**config.mk**
```make
export PLATFORM = sky130hd
export DESIGN_NAME = swm_cell
export DESIGN_NICKNAME = d
export VERILOG_FILES = /design/src/design/swm_pkg.sv /design/src/design/swm_cell.sv
export SDC_FILE = /design/constraint.sdc
export NUM_CORES = 1
export LEC_CHECK = 0
export ABC_AREA = 1
export BUFFER_PORTS_ARGS = -buffer_cell sky130_fd_sc_hd__buf_2
export CAP_MARGIN = 0
export CELL_PAD_IN_SITES_DETAIL_PLACEMENT = 1
export CELL_PAD_IN_SITES_GLOBAL_PLACEMENT = 1
export CORE_MARGIN = 2
export CORE_UTILIZATION = 34
export DETAILED_ROUTE_END_ITERATION = 6
export GPL_ROUTABILITY_DRIVEN = 1
export PLACE_DENSITY = 0.95
export SLEW_MARGIN = 20
export SYNTH_ARGS = -nofsm -noshare
export SYNTH_HDL_FRONTEND = slang
export SYNTH_SLANG_ARGS = --single-unit
```
**constraint.sdc**
```tcl
create_clock -name clk -period 10.2 [get_ports clk]
set_clock_uncertainty 0.05 [all_clocks]
set_input_delay 0 -clock clk [delete_from_list [all_inputs] [get_ports clk]]
set_output_delay 0 -clock clk [all_outputs]
set_load 0.02 [all_outputs]
```
**src/design/swm_pkg.sv**
```systemverilog
// shared types, sizes and helpers for the sliding-window median filter
// no dependencies; imported by every module of the block

package swm_pkg;

    localparam int WINDOW_MAX  = 32;
    localparam int SAMPLE_BITS = 32;
    localparam int IDX_BITS    = $clog2(WINDOW_MAX);
    localparam int CNT_BITS    = $clog2(WINDOW_MAX + 1);
    localparam int CFG_BITS    = 6;

    // register map, word index = byte address / 4
    localparam logic REG_WINDOW_SIZE = 1'b0;
    localparam logic [CFG_BITS-1:0] WINDOW_SIZE_RESET = CFG_BITS'(3);

    typedef logic signed [SAMPLE_BITS-1:0] sample_t;
    typedef logic signed [SAMPLE_BITS:0]   median_t;

    // what one cell shows its neighbours
    typedef struct packed {
        sample_t             value;
        logic [IDX_BITS-1:0] age;
        logic                valid;  // occupied and not being cleared
        logic                le;     // valid and value <= incoming sample
        logic                d_le;   // deleted entry at or below this cell
    } swm_link_t;

    // broadcast to every cell
    typedef struct packed {
        sample_t             sample;
        logic                clr;
        logic                full;
        logic [IDX_BITS-1:0] kminus1;
    } swm_ctl_t;

    // one-hot tap of the lower middle rank
    function automatic logic [WINDOW_MAX-1:0] tap_lo(input logic [CNT_BITS-1:0] k);
        logic [WINDOW_MAX-1:0] m;
        logic [CNT_BITS-1:0]   idx;
        m   = '0;
        idx = (k - CNT_BITS'(1)) >> 1;
        m[idx[IDX_BITS-1:0]] = 1'b1;
        return m;
    endfunction

    // one-hot tap of the upper middle rank
    function automatic logic [WINDOW_MAX-1:0] tap_hi(input logic [CNT_BITS-1:0] k);
        logic [WINDOW_MAX-1:0] m;
        logic [CNT_BITS-1:0]   idx;
        m   = '0;
        idx = k >> 1;
        m[idx[IDX_BITS-1:0]] = 1'b1;
        return m;
    endfunction

endpackage

```
**src/design/swm_cell.sv**
```systemverilog
// one cell of the sorted window: value, age and occupancy
// depends on swm_pkg

module swm_cell
    import swm_pkg::*;
(
    input  logic      clk,
    input  logic      rst_n,
    input  logic      step,
    input  logic      flush,
    input  swm_ctl_t  ctl,
    input  swm_link_t below,
    input  swm_link_t above,
    output swm_link_t link,
    output logic      occupied,
    output sample_t   value
);

    sample_t             value_reg, value_next;
    logic [IDX_BITS-1:0] age_reg, age_next;
    logic                valid_reg, valid_next;

    logic      own_valid;
    logic      del;
    swm_link_t r;   // this slot after removal of the oldest
    swm_link_t rb;  // slot below after removal

    always_comb
    begin
        own_valid = valid_reg & ~ctl.clr;
        del       = own_valid & ctl.full & (age_reg == ctl.kminus1);

        link.value = value_reg;
        link.age   = age_reg;
        link.valid = own_valid;
        link.le    = own_valid & (value_reg <= ctl.sample);
        link.d_le  = below.d_le | del;

        r  = link.d_le  ? above : link;
        rb = below.d_le ? link  : below;

        if (r.le)
        begin
            value_next = r.value;
            age_next   = r.age + IDX_BITS'(1);
            valid_next = r.valid;
        end
        else if (rb.le)
        begin
            value_next = ctl.sample;
            age_next   = '0;
            valid_next = 1'b1;
        end
        else
        begin
            value_next = rb.value;
            age_next   = rb.age + IDX_BITS'(1);
            valid_next = rb.valid;
        end
    end

    always_ff @(posedge clk or negedge rst_n)
    begin
        if (!rst_n)
        begin
            valid_reg <= 1'b0;
        end
        else if (flush)
        begin
            valid_reg <= 1'b0;
        end
        else if (step)
        begin
            valid_reg <= valid_next;
        end
    end

    always_ff @(posedge clk)
    begin
        if (step)
        begin
            value_reg <= value_next;
            age_reg   <= age_next;
        end
    end

    assign occupied = valid_reg;
    assign value    = value_reg;

endmodule

```
==> summary.txt <==
run status - finished clean
Setup Fix Bufs, Post-CTS - 0
Post-Route Setup TNS - 0 ns
fin nets - 865
Post-Syn Area - 0.003786 mm²
post-route DRC violation count - 0
grt peak-use layer - met2
pins over their slew limit - 0
Placed Area - 0.004536 mm²
die height - 109.5 µm
Sw Ratio - 37.60%
met2 Use GR - 41.75%
Comb pwr share - 39.7%
first-pass GRT wire length - 20.09 mm
IO Pins - 196
Sw Pwr - 190.2 µW
Buffers on Ports - 194
vias in the first global route - 4,318
Resized cells post-CTS - 0
slew at the pin closest to its max-slew limit - 0.6749 ns
max reg flops - 32
Worst Path Arrival - 3.04 ns
M3 GR Usage - 3.972%
CTS root buffer - clkbuf_8
Final Cycle Share - 30.29%
peak supply drop - 0.04545 mV
CTS max path bufs - 2
Worst Path Max Fanout - 20
layout cells sized above 1 - 36.11%
Total GRT Usage - 21.52%
initial core utilization - 34.93%
distinct cell type count after synthesis - 38
vias per cell - 4.750
placed cell count - 803
most used cell, CP - nand2_1
synthesized instance count - 515
grt met1 use - 23.26%
worst-path cell chain - ha_1 > nand2_2 > nor2_2 > nand2_2 > nor3b_2 > nand2_1 > nand3_1 > nand3_4 > nand2_1 > nand2_1 > a21oi_4 > buf_16
P_leak - 0.002859 µW
Final Hold Fails - 0
critical path's largest stage delay - 0.50 ns
Final Wtd Congestion - 0.8047
sequential power share - 39.3%
#FFs+latches synth - 38
Worst Setup End Kind - flop
# fillers - 1,437
Remaining Overflow, GRT - 0
P_int - 315.6 µW
area delta synth->final - 32.91%
Slowest-stage cell, CP - a21oi_4
DRT iter0 DRCs - 122
antenna violations before repair - 0
core area - 0.01084 mm²
final non-filler cell total - 849
Max H-tree Level - 2
clk sinks - 38
pin count of the biggest net entering global routing - 37
antenna-violating nets left - 0
Startpoint Class - flop
hold crit path type - in -> reg
clk_lat worst skew - 0.30 ns
post-route cell area - 0.005032 mm²
CTS tree - built
critical path type - reg -> reg
Final min period - 3.090 ns
syn_nets - 672
final core utilization - 46.42%
post-DP HPWL - 9.456 mm
Worst EP required - 10.15 ns
antenna fix cells - 0
die width - 109.5 µm
Max Fclk - 323.7 MHz
Clk pin slew, worst setup/hold paths - 0.08 ns
DR pass1 iterations - 4
die area - 0.01200 mm²
row cnt - 38
Seq/Total Area, Yosys - 30.01%
Post-CTS Hold Buffers - 36
Max Cap Viol - 0
Worst slew margin - 54.91%
Total Wirelength - 13.10 mm
Clk pwr share - 20.9%
via count - 4,033
Fin Hold WS - 0.01843 ns
Setup Viol. Count Final - 0
PD cells - 100.5 mW/mm²
Avg Inst Size Synth - 7.352 µm²
drt wl/cell - 15.43 µm
CTS Buf Count - 5
RSZ-0062 raised after global routing - false
Yosys Warn Count - 0
-- logic make-up (layout without fill, tap and decap cells) --
family / after synthesis / in the layout / synth area share [%]
DFF: 38 / 38 / 30.01
xor gates and xnor gates: 7 / 7 / 1.619
adders and majority gates: 34 / 34 / 11.24
AOI/OAI and AO/OA: 36 / 36 / 5.750
buffers and inverters: 99 / 293 / 16.19
and+or+nand+nor: 301 / 301 / 35.19
-- per-layer routing --
metal / up-vias / routed length (µm)
li1: 1977 / -
met3: 20 / 770
met2: 146 / 7017
met1: 1890 / 5089
met4: 0 / 224
met5: - / 0
-- synthesized netlist by cell type --
cell type / instances / area share [%]
nor2_1: 13 / 1.3
o21bai_1: 1 / 0.20
xor2_1: 2 / 0.46
nor2_2: 2 / 0.33
edfxtp_1: 37 / 29
a21o_1: 1 / 0.20
inv_1: 48 / 4.8
clkbuf_8: 1 / 0.36
a21boi_0: 1 / 0.20
nor2_4: 1 / 0.30
o21a_1: 2 / 0.40
nand2_8: 1 / 0.53
nand2_2: 35 / 5.8
nand2_1: 226 / 22
dfrtp_1: 1 / 0.66
xnor2_1: 5 / 1.2
dlygate4sd1_1: 2 / 0.46
o22ai_1: 2 / 0.33
nor3b_2: 2 / 0.66
a21oi_4: 1 / 0.43
buf_4: 33 / 6.5
a21oi_1: 16 / 2.1
or2_0: 1 / 0.17
buf_6: 4 / 1.2
inv_2: 2 / 0.20
nand3_4: 2 / 0.93
nor3b_1: 1 / 0.20
clkbuf_1: 1 / 0.099
nand4_2: 1 / 0.33
o21ai_2: 2 / 0.46
a31o_2: 1 / 0.23
dlygate4sd3_1: 3 / 0.79
clkinv_1: 2 / 0.20
nand4_1: 5 / 0.83
buf_12: 3 / 1.6
ha_1: 34 / 11
o21ai_0: 9 / 1.2
nand3_1: 11 / 1.5
-- placed cells by master (no fill, tap or decap), drive strengths merged --
master / n
a21boi: 1
a21o: 1
a21oi: 17
a31o: 1
buf: 197
clkbuf: 6
clkinv: 3
dfrtp: 1
dlygate4sd3: 36
edfxtp: 37
ha: 34
inv: 51
nand2: 262
nand3: 13
nand4: 6
nor2: 16
nor3b: 3
o21a: 2
o21ai: 11
o21bai: 1
o22ai: 2
or2: 1
xnor2: 5
xor2: 2
-- worst paths after layout --
| path | slack, ns | startpoint | end | cells past startpoint |
|---|---|---|---|---|
| worst max-delay path | 7.11 | value[31]$_DFFE_PP_ | value[16]$_DFFE_PP_ | 12 |
| worst min-delay path | 0.02 | below[34] | value[26]$_DFFE_PP_ | 5 |
| worst max register to register | 7.11 | value[31]$_DFFE_PP_ | value[16]$_DFFE_PP_ | 12 |
| worst min register to register | 0.60 | occupied$_DFFE_PN0P_ | occupied$_DFFE_PN0P_ | 2 |
| max in group asynchronous | 9.53 | rst_n | occupied$_DFFE_PN0P_ | 3 |
| min in group asynchronous | 0.47 | rst_n | occupied$_DFFE_PN0P_ | 3 |
-- layout make-up --
class                      count  area, µm²  area share, %
timing repair buffer         233       1394          27.70
tap                          140      175.2          3.481
inverter                      52      195.2          3.879
clock buffer                   6      72.57          1.442
multi-input combinational    378       2051          40.75
clock inverter                 2      8.758         0.1740
sequential                    38       1136          22.58
-- worst max-delay path, delay by kind of cell, from the launching register on --
family / cells / cell delay, ns
simple gates: 9 / 1.17
compound gates: 1 / 0.50
flops: 1 / 0.44
fa+ha+maj: 1 / 0.39
buf+inv: 1 / 0.24
-- metrics by stage --
stage	total power (µW)	worst slack (ns)
2_1_floorplan	331.1	6.364
3_3_place_gp	378.4	6.303
6_report	505.9	7.110
5_1_grt	539.2	6.887
4_1_cts	507.4	6.023
3_5_place_dp	388.8	6.063
-- power by group through the flow --
stage / Sequential, µW / Clock, µW / Combinational (µW)
final: 199 / 106 / 201
after global routing: 201 / 115 / 224
after CTS: 199 / 111 / 198
after detailed placement: 203 / 0 / 186
after global placement: 201 / 0 / 177
after floorplan: 216 / 0 / 115
Note: power is estimated with default switching activity, not from simulation.
